File: config.mk
export PLATFORM = sky130hd
export DESIGN_NAME = tlfq_ram
export DESIGN_NICKNAME = d
export VERILOG_FILES = /design/src/tlfq_ram.sv
export SDC_FILE = /design/constraint.sdc
export NUM_CORES = 1
export LEC_CHECK = 0
export ABC_AREA = 0
export BUFFER_PORTS_ARGS = -buffer_cell sky130_fd_sc_hd__buf_2
export CORE_ASPECT_RATIO = 1.2
export CORE_MARGIN = 2
export CORE_UTILIZATION = 62
export DETAILED_ROUTE_END_ITERATION = 8
export PLACE_DENSITY = 0.79
export SYNTH_ARGS = -nofsm -noshare
export SYNTH_HDL_FRONTEND = slang
export SYNTH_SLANG_ARGS = --single-unit
File: constraint.sdc
create_clock -name clk -period 2.9 [get_ports clk]
set_clock_uncertainty 0.1 [all_clocks]
set_input_delay 0.58 -clock clk [delete_from_list [all_inputs] [get_ports clk]]
set_output_delay 0.58 -clock clk [all_outputs]
set_load 0.005 [all_outputs]
File: src/tlfq_ram.sv
module tlfq_ram #(
    parameter int WIDTH = 8,
    parameter int DEPTH = 64
) (
    input  logic                     clk,
    input  logic                     wr_en,
    input  logic [$clog2(DEPTH)-1:0] wr_addr,
    input  logic [WIDTH-1:0]         wr_data,
    input  logic [$clog2(DEPTH)-1:0] rd_addr,
    output logic [WIDTH-1:0]         rd_data
);

    logic [WIDTH-1:0] mem [DEPTH];

    always_ff @(posedge clk)
    begin
        if (wr_en)
        begin
            mem[wr_addr] <= wr_data;
        end
        rd_data <= mem[rd_addr];
    end

endmodule

==> flow_summary.yaml, run 1 <==
run_status:
  status: "complete, no violations"
clock_tree:
  cts_max_path_buffers: 3
  cts_setup_buffers: 0
  cts_hold_buf: 0
  cts_root_buf: "clkbuf_16"
  clk_latency_ns: 0.56
  cts_sinks: 520
  htree_levels: 2
  clk_pin_slew_ns: 0.06
  cts_resized: 0
  cts_tree: "yes"
  cts_buffers: 47
final_layout:
  design_area_sq_um: 22900
  nets: 1105
  area_delta_synth_final_pct: 13.4
  drive_gt1_share_pct: 31.0
  fin_util_pct: 71.1
routing:
  num_vias: 10200
  dr_wl_met2_mm: 22.7
  wl_met3_mm: 3.87
  drc_errors: 0
  drt_iter0_drc: 1374
  drt-total-wl_mm: 44.1
  drt_pass1_iterations: 6
  wl_met1_mm: 16.2
  ant_nets: 0
  highest_layer: "met4"
  via_per_inst: 6.67
  wl_per_cell_um: 28.9
worst_setup_path:
  cp_max_fo: 21
  endpoint_kind: "flop"
  critPathMostFrequentCell: "mux4_2"
  crit_chain: "clkbuf_8 > buf_12 > mux4_2 > mux4_2 > o21ai_0 > nand2_1"
  critPathKind: "in2reg"
  arrival_ns: 2.72
  critPathMaxStageDelay_ns: 0.53
  crit_required_ns: 3.21
  cpMaxStageDelayCell: "mux4_2"
  worst_setup_path_start_kind: "primary input"
placement:
  pre_cts_ws_ns: -0.0803
  gp_congestion: 0.846
  dp_hpwl_mm: 27.6
  io_buffers: 29
  placed_area_sq_um: 21500
pwr:
  power.leakage_nw: 7.37
  power.total_w: 0.0148
  ir_drop_mv: 0.453
  cellPowerDensity_nw_per_um2: 648
timing:
  slew_headroom_pct: 15.8
  post-route-period-util_pct: 83.1
  hold_viol: 0
  maxSlewViolCount: 0
  layout_setup_ws_ns: 0.491
  worst_pin_slew_ns: 1.26
  period_needed_ns: 2.41
  finalSetupViolCount: 0
  fmax_mhz: 415
  rsz0062_at_grt: "no"
synth:
  ys_types: 40
  synth_edf_count: 512
  seq_area_frac_synth_pct: 77.0
  syn_inst: 940
  yosysTopAreaCell: "edfxtp_1"
  synth_top_area_share_pct: 76.2
  synthFlopType: "edfxtp_1"
  syn_nets: 962
  synth.avg_cell_area_sq_um: 21.5
  synth_area_sq_um: 20200
  yosysWarningCount: 0
  synth.area.top_cells: "edfxtp_1 76%, mux4_2 14%, nor2_1 1.5%"
  async_flop_share_pct: 0
  yosys_register_bits: 520
global_route:
  grt_pass1_vias: 10400
  grt_max_degree: 65
  overflow: 0
  grt_first_pass_wirelength_mm: 66.3
  track_usage_pct: 27.0
  antenna_found_initial: 0
floorplanning:
  ios: 30
  core_area_sq_um: 32200
  chipWidth_um: 169
  start_util_pct: 62.7
  die_h_um: 202
  fp-row-count: 72
  die_area_sq_um: 34000
job:
  drv_cap: 0
hold_path:
  hold_class: "in2reg"
-- Yosys cell counts (3+ instances only) --
cell type / count
buf_4: 13
edfxtp_1: 512
o221ai_1: 8
nand2_1: 19
mux2i_1: 23
o2bb2ai_1: 3
a22oi_1: 3
mux4_2: 126
nand3_1: 13
a211oi_1: 4
a21oi_1: 3
dfxtp_1: 8
o22ai_1: 8
buf_2: 11
nor3_1: 7
o2111ai_1: 3
nor2b_1: 14
nor2_1: 83
nand3b_1: 3
mux2_2: 13
buf_6: 4
clkbuf_1: 17
nand2b_1: 7
buf_1: 4
a221oi_1: 6
-- layout by cell type (no fill, tap or decap), drive strengths merged, types with 4 or more instances in the layout --
master | synthesis | final
dfxtp | 8 | 8
mux4 | 126 | 126
clkinv | 0 | 16
clkbuf | 17 | 61
nor2b | 14 | 14
a211oi | 4 | 4
nand2 | 19 | 19
nand3 | 13 | 13
a221oi | 6 | 6
mux2 | 13 | 13
nor2 | 83 | 83
buf | 34 | 144
edfxtp | 512 | 512
o21ai | 4 | 4
o221ai | 8 | 8
mux2i | 23 | 23
nand2b | 7 | 7
o22ai | 8 | 8
nor3 | 7 | 7
-- where the power goes --
part,switching [W],internal (W),leakage [nW]
registers,0.0000257,0.00832,4.67
clock network,0.00252,0.00316,0.671
logic,0.000476,0.000328,2.03
-- area by class of cell --
cell class,instances,area [sq um]
Timing Repair Buffer,145,1120
Sequential cell,520,15500
Tap cell,407,509
Multi-Input combinational cell,369,4320
Antenna cell,3,7.51
Clock inverter,20,120
Fill cell,1796,9290
Clock buffer,60,1270
-- worst max-delay path, delay by kind of cell --
family	cells	cell delay, ns
simple gates	1	0.17
mux	2	1.04
buf+inv	2	0.55
compound gates	1	0.34
-- state kept, by name, indices dropped and copies added (netlist names) --
| register | cells |
|---|---|
| mem | 512 |
| rd_data | 8 |
-- final timing paths --
path | startpoint | end | slack (ns) | depth (start not counted)
max | rd_addr[0] | rd_data[7] | 0.49 | 6
min | wr_data[3] | mem[54][3] | 0.17 | 1
max reg2reg | mem[21][4] | rd_data[4] | 0.64 | 5
min reg2reg | mem[18][1] | rd_data[1] | 0.73 | 4
-- per-stage QoR --
stage / hold WS (ns) / std cells / setup TNS (ns)
6_report: 0.172 / 1524 / 0
5_1_grt: 0.168 / 1521 / 0
4_1_cts: 0.175 / 1521 / 0
3_5_place_dp: 0.720 / 1441 / -0.0803
3_3_place_gp: 0.682 / 1441 / -0.0486
2_1_floorplan: 0.579 / 940 / 0
-- per-layer routing --
layer | vias to the layer above | GRT usage (%)
met2 | 584 | 44.5
met3 | 88 | 4.31
met4 | 0 | 8.99
met1 | 5285 | 37.7
met5 | - | 0
li1 | 4207 | -
-- logic make-up after synthesis --
group	after synthesis	share of synthesized area, %
DFF	520	77.0
muxes	162	15.9
and+or+nand+nor	153	3.39
AOI/OAI and AO/OA	54	2.07
buffers and inverters	51	1.57
Note: power is estimated with default switching activity, not from simulation.
==> inputs of run 2 (changes only) <==
--- a/config.mk
+++ b/config.mk
@@ -9,9 +9,9 @@
 export BUFFER_PORTS_ARGS = -buffer_cell sky130_fd_sc_hd__buf_2
 export CORE_ASPECT_RATIO = 1.2
 export CORE_MARGIN = 2
-export CORE_UTILIZATION = 62
+export CORE_UTILIZATION = 56
 export DETAILED_ROUTE_END_ITERATION = 8
-export PLACE_DENSITY = 0.79
+export PLACE_DENSITY = 0.75
 export SYNTH_ARGS = -nofsm -noshare
 export SYNTH_HDL_FRONTEND = slang
 export SYNTH_SLANG_ARGS = --single-unit
==> constraint.sdc (replaced) <==
create_clock -name clk -period 2.1 [get_ports clk]
set_clock_uncertainty 0.1 [all_clocks]
set_input_delay 0.42 -clock clk [delete_from_list [all_inputs] [get_ports clk]]
set_output_delay 0.42 -clock clk [all_outputs]
set_load 0.005 [all_outputs]
==> run 2 against run 1 <==
Against the previous run: final cell count grew 8.1%; sequential share of layout area shrank 2.6 points; global-route usage shrank 1.4 points; critical endpoint is now rd_data[2]; largest power group unchanged.
==> flow_summary.yaml, run 2 (synthesis results as in run 1) <==
worst_setup_path:
  crit_chain: "mux4_2 > mux2_2 > a221oi_1 > o2bb2ai_1"
  endpoint_kind: "flop"
  r2r_cells: 4
  r2r_setup_slack_ns: 0.04
  timing.rr.end: "rd_data[2]"
  cpMaxStageDelayCell: "mux4_2"
  critPathTopFamily: "multiplexers"
  critPathBufInv: 0
  worst_setup_path_start_kind: "flop"
  critPathMaxStageDelay_ns: 0.52
  critPathKind: "reg2reg"
  cp_max_fo: 1
  arrival_ns: 2.40
  crit_required_ns: 2.44
  rr_startpoint: "mem[46][2]"
final_layout:
  area_delta_synth_final_pct: 17.9
  reg_top3: "mem: 512 flops, rd_data: 8 flops"
  top_register: "mem"
  design_area_sq_um: 23800
  final_common_cell: "edfxtp_1"
  nets: 1161
  layout_common_cells: "512 x edfxtp_1, 158 x buf_4, 126 x mux4_2"
  n_fill_cell: 2181
  drive_gt1_share_pct: 35.7
  largest_reg_flops: 512
pwr:
  power.total_w: 0.0219
  ir_drop_mv: 0.674
  cellPowerDensity_nw_per_um2: 921
  power.leakage_nw: 7.82
floorplanning:
  fp-row-count: 76
  die_h_um: 212
  start_util_pct: 56.6
  core_area_sq_um: 35700
  ios: 30
  die_area_sq_um: 37600
  chipWidth_um: 177
routing:
  highest_layer: "met5"
  drc_errors: 0
  dr_wl_met2_mm: 23.2
  ant_nets: 0
  wl_met3_mm: 3.95
  via_per_inst: 6.26
  num_vias: 10300
  drt-total-wl_mm: 46.1
  wl_per_cell_um: 28.0
  drt_iter0_drc: 1239
  drt_pass1_iterations: 5
  wl_met1_mm: 17.1
clock_tree:
  cts_setup_buffers: 0
  cts_tree: "yes"
  cts_sinks: 520
  htree_levels: 2
  cts_max_path_buffers: 3
  clk_pin_slew_ns: 0.07
  cts_buffers: 48
  cts_root_buf: "clkbuf_16"
  clk_latency_ns: 0.58
timing:
  layout_setup_ws_ns: 0.0384
  maxSlewViolCount: 0
  rsz0062_at_grt: "no"
  slew_headroom_pct: 14.3
  hold_viol: 0
  post-route-period-util_pct: 98.2
  fmax_mhz: 485
  worst_pin_slew_ns: 1.29
  period_needed_ns: 2.06
  finalSetupViolCount: 0
global_route:
  track_usage_pct: 25.6
  grt_pass1_vias: 10700
  overflow: 0
  grt_max_degree: 65
  grt_first_pass_wirelength_mm: 68.8
  antenna_found_initial: 4
placement:
  gp_congestion: 0.843
  pre_cts_ws_ns: -0.904
  dp_hpwl_mm: 29.1
  io_buffers: 29
  placed_area_sq_um: 22100
job:
  drv_cap: 0
hold_path:
  worstHoldStart: "rd_addr[5]"
  holdPathEnd: "rd_data[6]"
  worstHoldPathCells: 3
  hold_class: "in2reg"
run_status:
  status: "complete, no violations"
-- run 2: metrics by stage --
| stage | TNS, ns | utilization [%] | std cells | hold slack [ns] |
|---|---|---|---|---|
| global placement | -4.13 | 61.9 | 1557 | 0.706 |
| finish | 0 | 66.7 | 1647 | 0.260 |
| detailed placement | -4.83 | 61.9 | 1557 | 0.712 |
| floorplan | 0 | - | 940 | 0.419 |
| CTS | 0 | 66.7 | 1646 | 0.217 |
| global route | 0 | 66.7 | 1647 | 0.249 |
-- run 2: metal layers --
layer / vias up / global-route usage [%]
li1: 4326 / -
met1: 5339 / 33.9
met2: 521 / 42.3
met3: 123 / 5.06
met4: 4 / 10.1
met5: - / 0
-- run 2: layout make-up --
| class | count | area, sq um | share of cell area (%) |
|---|---|---|---|
| Antenna cell | 1 | 2.50 | 0.0105 |
| Clock buffer | 54 | 1240 | 5.23 |
| Clock inverter | 35 | 420 | 1.77 |
| Multi-Input combinational cell | 369 | 4370 | 18.4 |
| Sequential cell | 520 | 15500 | 65.3 |
| Tap cell | 468 | 586 | 2.46 |
| Timing Repair Buffer | 200 | 1630 | 6.86 |
-- run 2: repair_timing --
action	4_1_cts	5_1_grt
pin swaps	1	0
gates resized for setup	7	4
setup endpoints to repair	6	5
hold buffers	0	0
gates cloned	0	0
-- run 2: how the worst max path moves through the flow --
stage                     from          to  slack (ns)  cells past startpoint
global placement    rd_addr[0]  rd_data[4]       -0.84                      7
detailed placement  rd_addr[0]  rd_data[4]       -0.90                      7
finish              mem[46][2]  rd_data[2]        0.04                      4
global route        mem[29][4]  rd_data[4]       0.002                      5
floorplan           rd_addr[1]  rd_data[7]       0.005                      8
CTS                 rd_addr[0]  rd_data[5]        0.04                      8
-- run 2: report_power, final --
part / internal, W / leakage [nW] / total [W] / switching, W
Sequential: 0.0115 / 4.67 / 0.0115 / 0.0000362
Combinational: 0.000535 / 2.34 / 0.00124 / 0.000704
Clock: 0.00539 / 0.803 / 0.00914 / 0.00374
-- run 2: tightest hold or removal path, stage by stage --
cell,delay [ns]
buf_2,0.25
nand3_1,0.13
o32ai_1,0.07
==> inputs of run 3 (changes only) <==
--- a/config.mk
+++ b/config.mk
@@ -6,12 +6,13 @@
 export NUM_CORES = 1
 export LEC_CHECK = 0
 export ABC_AREA = 0
-export BUFFER_PORTS_ARGS = -buffer_cell sky130_fd_sc_hd__buf_2
+export BUFFER_PORTS_ARGS = -buffer_cell sky130_fd_sc_hd__buf_4
 export CORE_ASPECT_RATIO = 1.2
 export CORE_MARGIN = 2
 export CORE_UTILIZATION = 56
 export DETAILED_ROUTE_END_ITERATION = 8
 export PLACE_DENSITY = 0.75
+export SLEW_MARGIN = 0
 export SYNTH_ARGS = -nofsm -noshare
 export SYNTH_HDL_FRONTEND = slang
 export SYNTH_SLANG_ARGS = --single-unit
==> run 3 against run 2 <==
Against the previous run: combinational power down 5%; sequential cell count unchanged; worst hold slack worse by 0.15 ns; clock power down 5.9%; sequential share of layout area up 0.86 points; maximum frequency down 0.48%; sequential power about the same; utilization down 0.86 points; critical path type is now in2reg.
==> flow_summary.yaml, run 3 (synthesis results as in run 1) <==
worst_setup_path:
  arrival_ns: 2.40
  critPathTopFamily: "multiplexers"
  cp_max_fo: 18
  cpMaxStageDelayCell: "mux4_2"
  crit_chain: "clkbuf_8 > buf_12 > mux4_2 > mux4_2 > o21ai_1 > o41ai_1"
  endpoint_kind: "flop"
  crit_required_ns: 2.43
  critPathMostFrequentCell: "mux4_2"
  critPathKind: "in2reg"
  critPathMaxStageDelay_ns: 0.53
  worst_setup_path_start_kind: "primary input"
  critPathBufInv: 2
routing:
  drt-total-wl_mm: 45.7
  ant_nets: 0
  drt_pass1_iterations: 5
  drt_iter0_drc: 1194
  via_per_inst: 6.33
  drc_errors: 0
  num_vias: 10300
  wl_per_cell_um: 28.2
final_layout:
  multiInputGateArea_sq_um: 4330
  top_register: "mem"
  largest_reg_flops: 512
  seqCellArea_sq_um: 15500
  layout_common_cells: "512 x edfxtp_1, 163 x buf_4, 126 x mux4_2"
  reg_top3: "mem: 512 flops, rd_data: 8 flops"
  design_area_sq_um: 23500
  n_fill_cell: 2272
  final_cells: 1621
  antenna_cells: 0
  nets: 1136
  area_delta_synth_final_pct: 16.4
  final_common_cell: "edfxtp_1"
  drive_gt1_share_pct: 33.6
  fin_util_pct: 65.8
pwr:
  p_comb_share_pct: 5.5
  power_switching_w: 0.00436
  clkPwrFrac_pct: 40.4
  power.leakage_nw: 7.65
  power.total_w: 0.0213
  p_int_w: 0.0169
  cellPowerDensity_nw_per_um2: 908
  ir_drop_mv: 0.592
  swShare_pct: 20.5
  power_frac_seq_pct: 54.1
placement:
  dp_hpwl_mm: 28.2
  placed_area_sq_um: 21900
  io_buffers: 29
  dp_cells: 1533
  gp_congestion: 0.860
  pre_cts_ws_ns: -0.679
floorplanning:
  start_util_pct: 56.6
  chipWidth_um: 177
  ios: 30
  core_area_sq_um: 35700
  die_area_sq_um: 37600
  fp-row-count: 76
  die_h_um: 212
hold_path:
  hold_class: "in2reg"
clock_tree:
  cts_setup_buffers: 0
  cts_buffers: 47
  cts_root_buf: "clkbuf_16"
  htree_levels: 2
  clk_pin_slew_ns: 0.07
  clk_latency_ns: 0.57
  cts_max_path_buffers: 3
  cts_tree: "yes"
  cts_sinks: 520
run_status:
  status: "complete, no violations"
global_route:
  track_usage_pct: 25.1
  overflow: 0
  grt_pass1_vias: 10600
  grt_first_pass_wirelength_mm: 67.5
  antenna_found_initial: 0
  grt_max_degree: 65
timing:
  fmax_mhz: 483
  finalSetupViolCount: 0
  hold_viol: 0
  slew_headroom_pct: 51.9
  maxSlewViolCount: 0
  post-route-period-util_pct: 98.6
  layout_setup_ws_ns: 0.0285
  period_needed_ns: 2.07
  rsz0062_at_grt: "no"
  worst_pin_slew_ns: 0.721
job:
  drv_cap: 0
## run 3: path summary, 6_finish.rpt
path	startpoint	endpoint	slack (ns)	depth (start not counted)
worst max-delay path	rd_addr[0]	rd_data[3]	0.03	6
worst min-delay path	rd_addr[5]	rd_data[5]	0.11	2
worst max register to register	mem[20][6]	rd_data[6]	0.06	5
worst min register to register	mem[27][4]	rd_data[4]	0.78	3
## run 3: power groups by stage
stage	logic [W]	clock network, W	registers, W
detailed placement	0.00117	0	0.0117
global route	0.00125	0.00908	0.0115
CTS	0.00118	0.00871	0.0115
floorplan	0.000616	0	0.0117
global placement	0.00114	0	0.0117
finish	0.00118	0.00860	0.0115
## run 3: per-stage QoR
step	hold WS (ns)	TNS, ns
2_1_floorplan	0.419	0
3_3_place_gp	0.683	-3.47
3_5_place_dp	0.684	-3.58
4_1_cts	0.0911	0
5_1_grt	0.118	0
6_report	0.113	0
## run 3: repair_timing
item	4_1_cts	5_1_grt
setup endpoints to repair	1	3
resized for setup	2	3
hold endpoints to repair	0	0
hold buffers	0	0
pin swaps	1	0
## run 3: layout make-up
type,count,share of cell area [%]
flip-flops and latches,520,66.2
multi-input cells,369,18.5
clock inverters,29,1.33
well taps,468,2.49
clock buffers,59,5.29
repair buffers,176,6.26
## run 3: per-layer routing
metal / share of wire (%) / wire [um] / track usage [%]
met3: 8.0 / 3640 / 4.53
met5: 0 / 0 / 0
met1: 37 / 16900 / 33.4
met2: 52 / 23900 / 42.4
met4: 2.8 / 1260 / 7.98
## run 3: worst register-to-register path, cell delays in order (launching register included)
cell and delay, ns:
edfxtp_1 0.39, mux4_2 0.48, mux2_2 0.28, o221a_2 0.31, nor3_4 0.23, o32ai_1 0.13
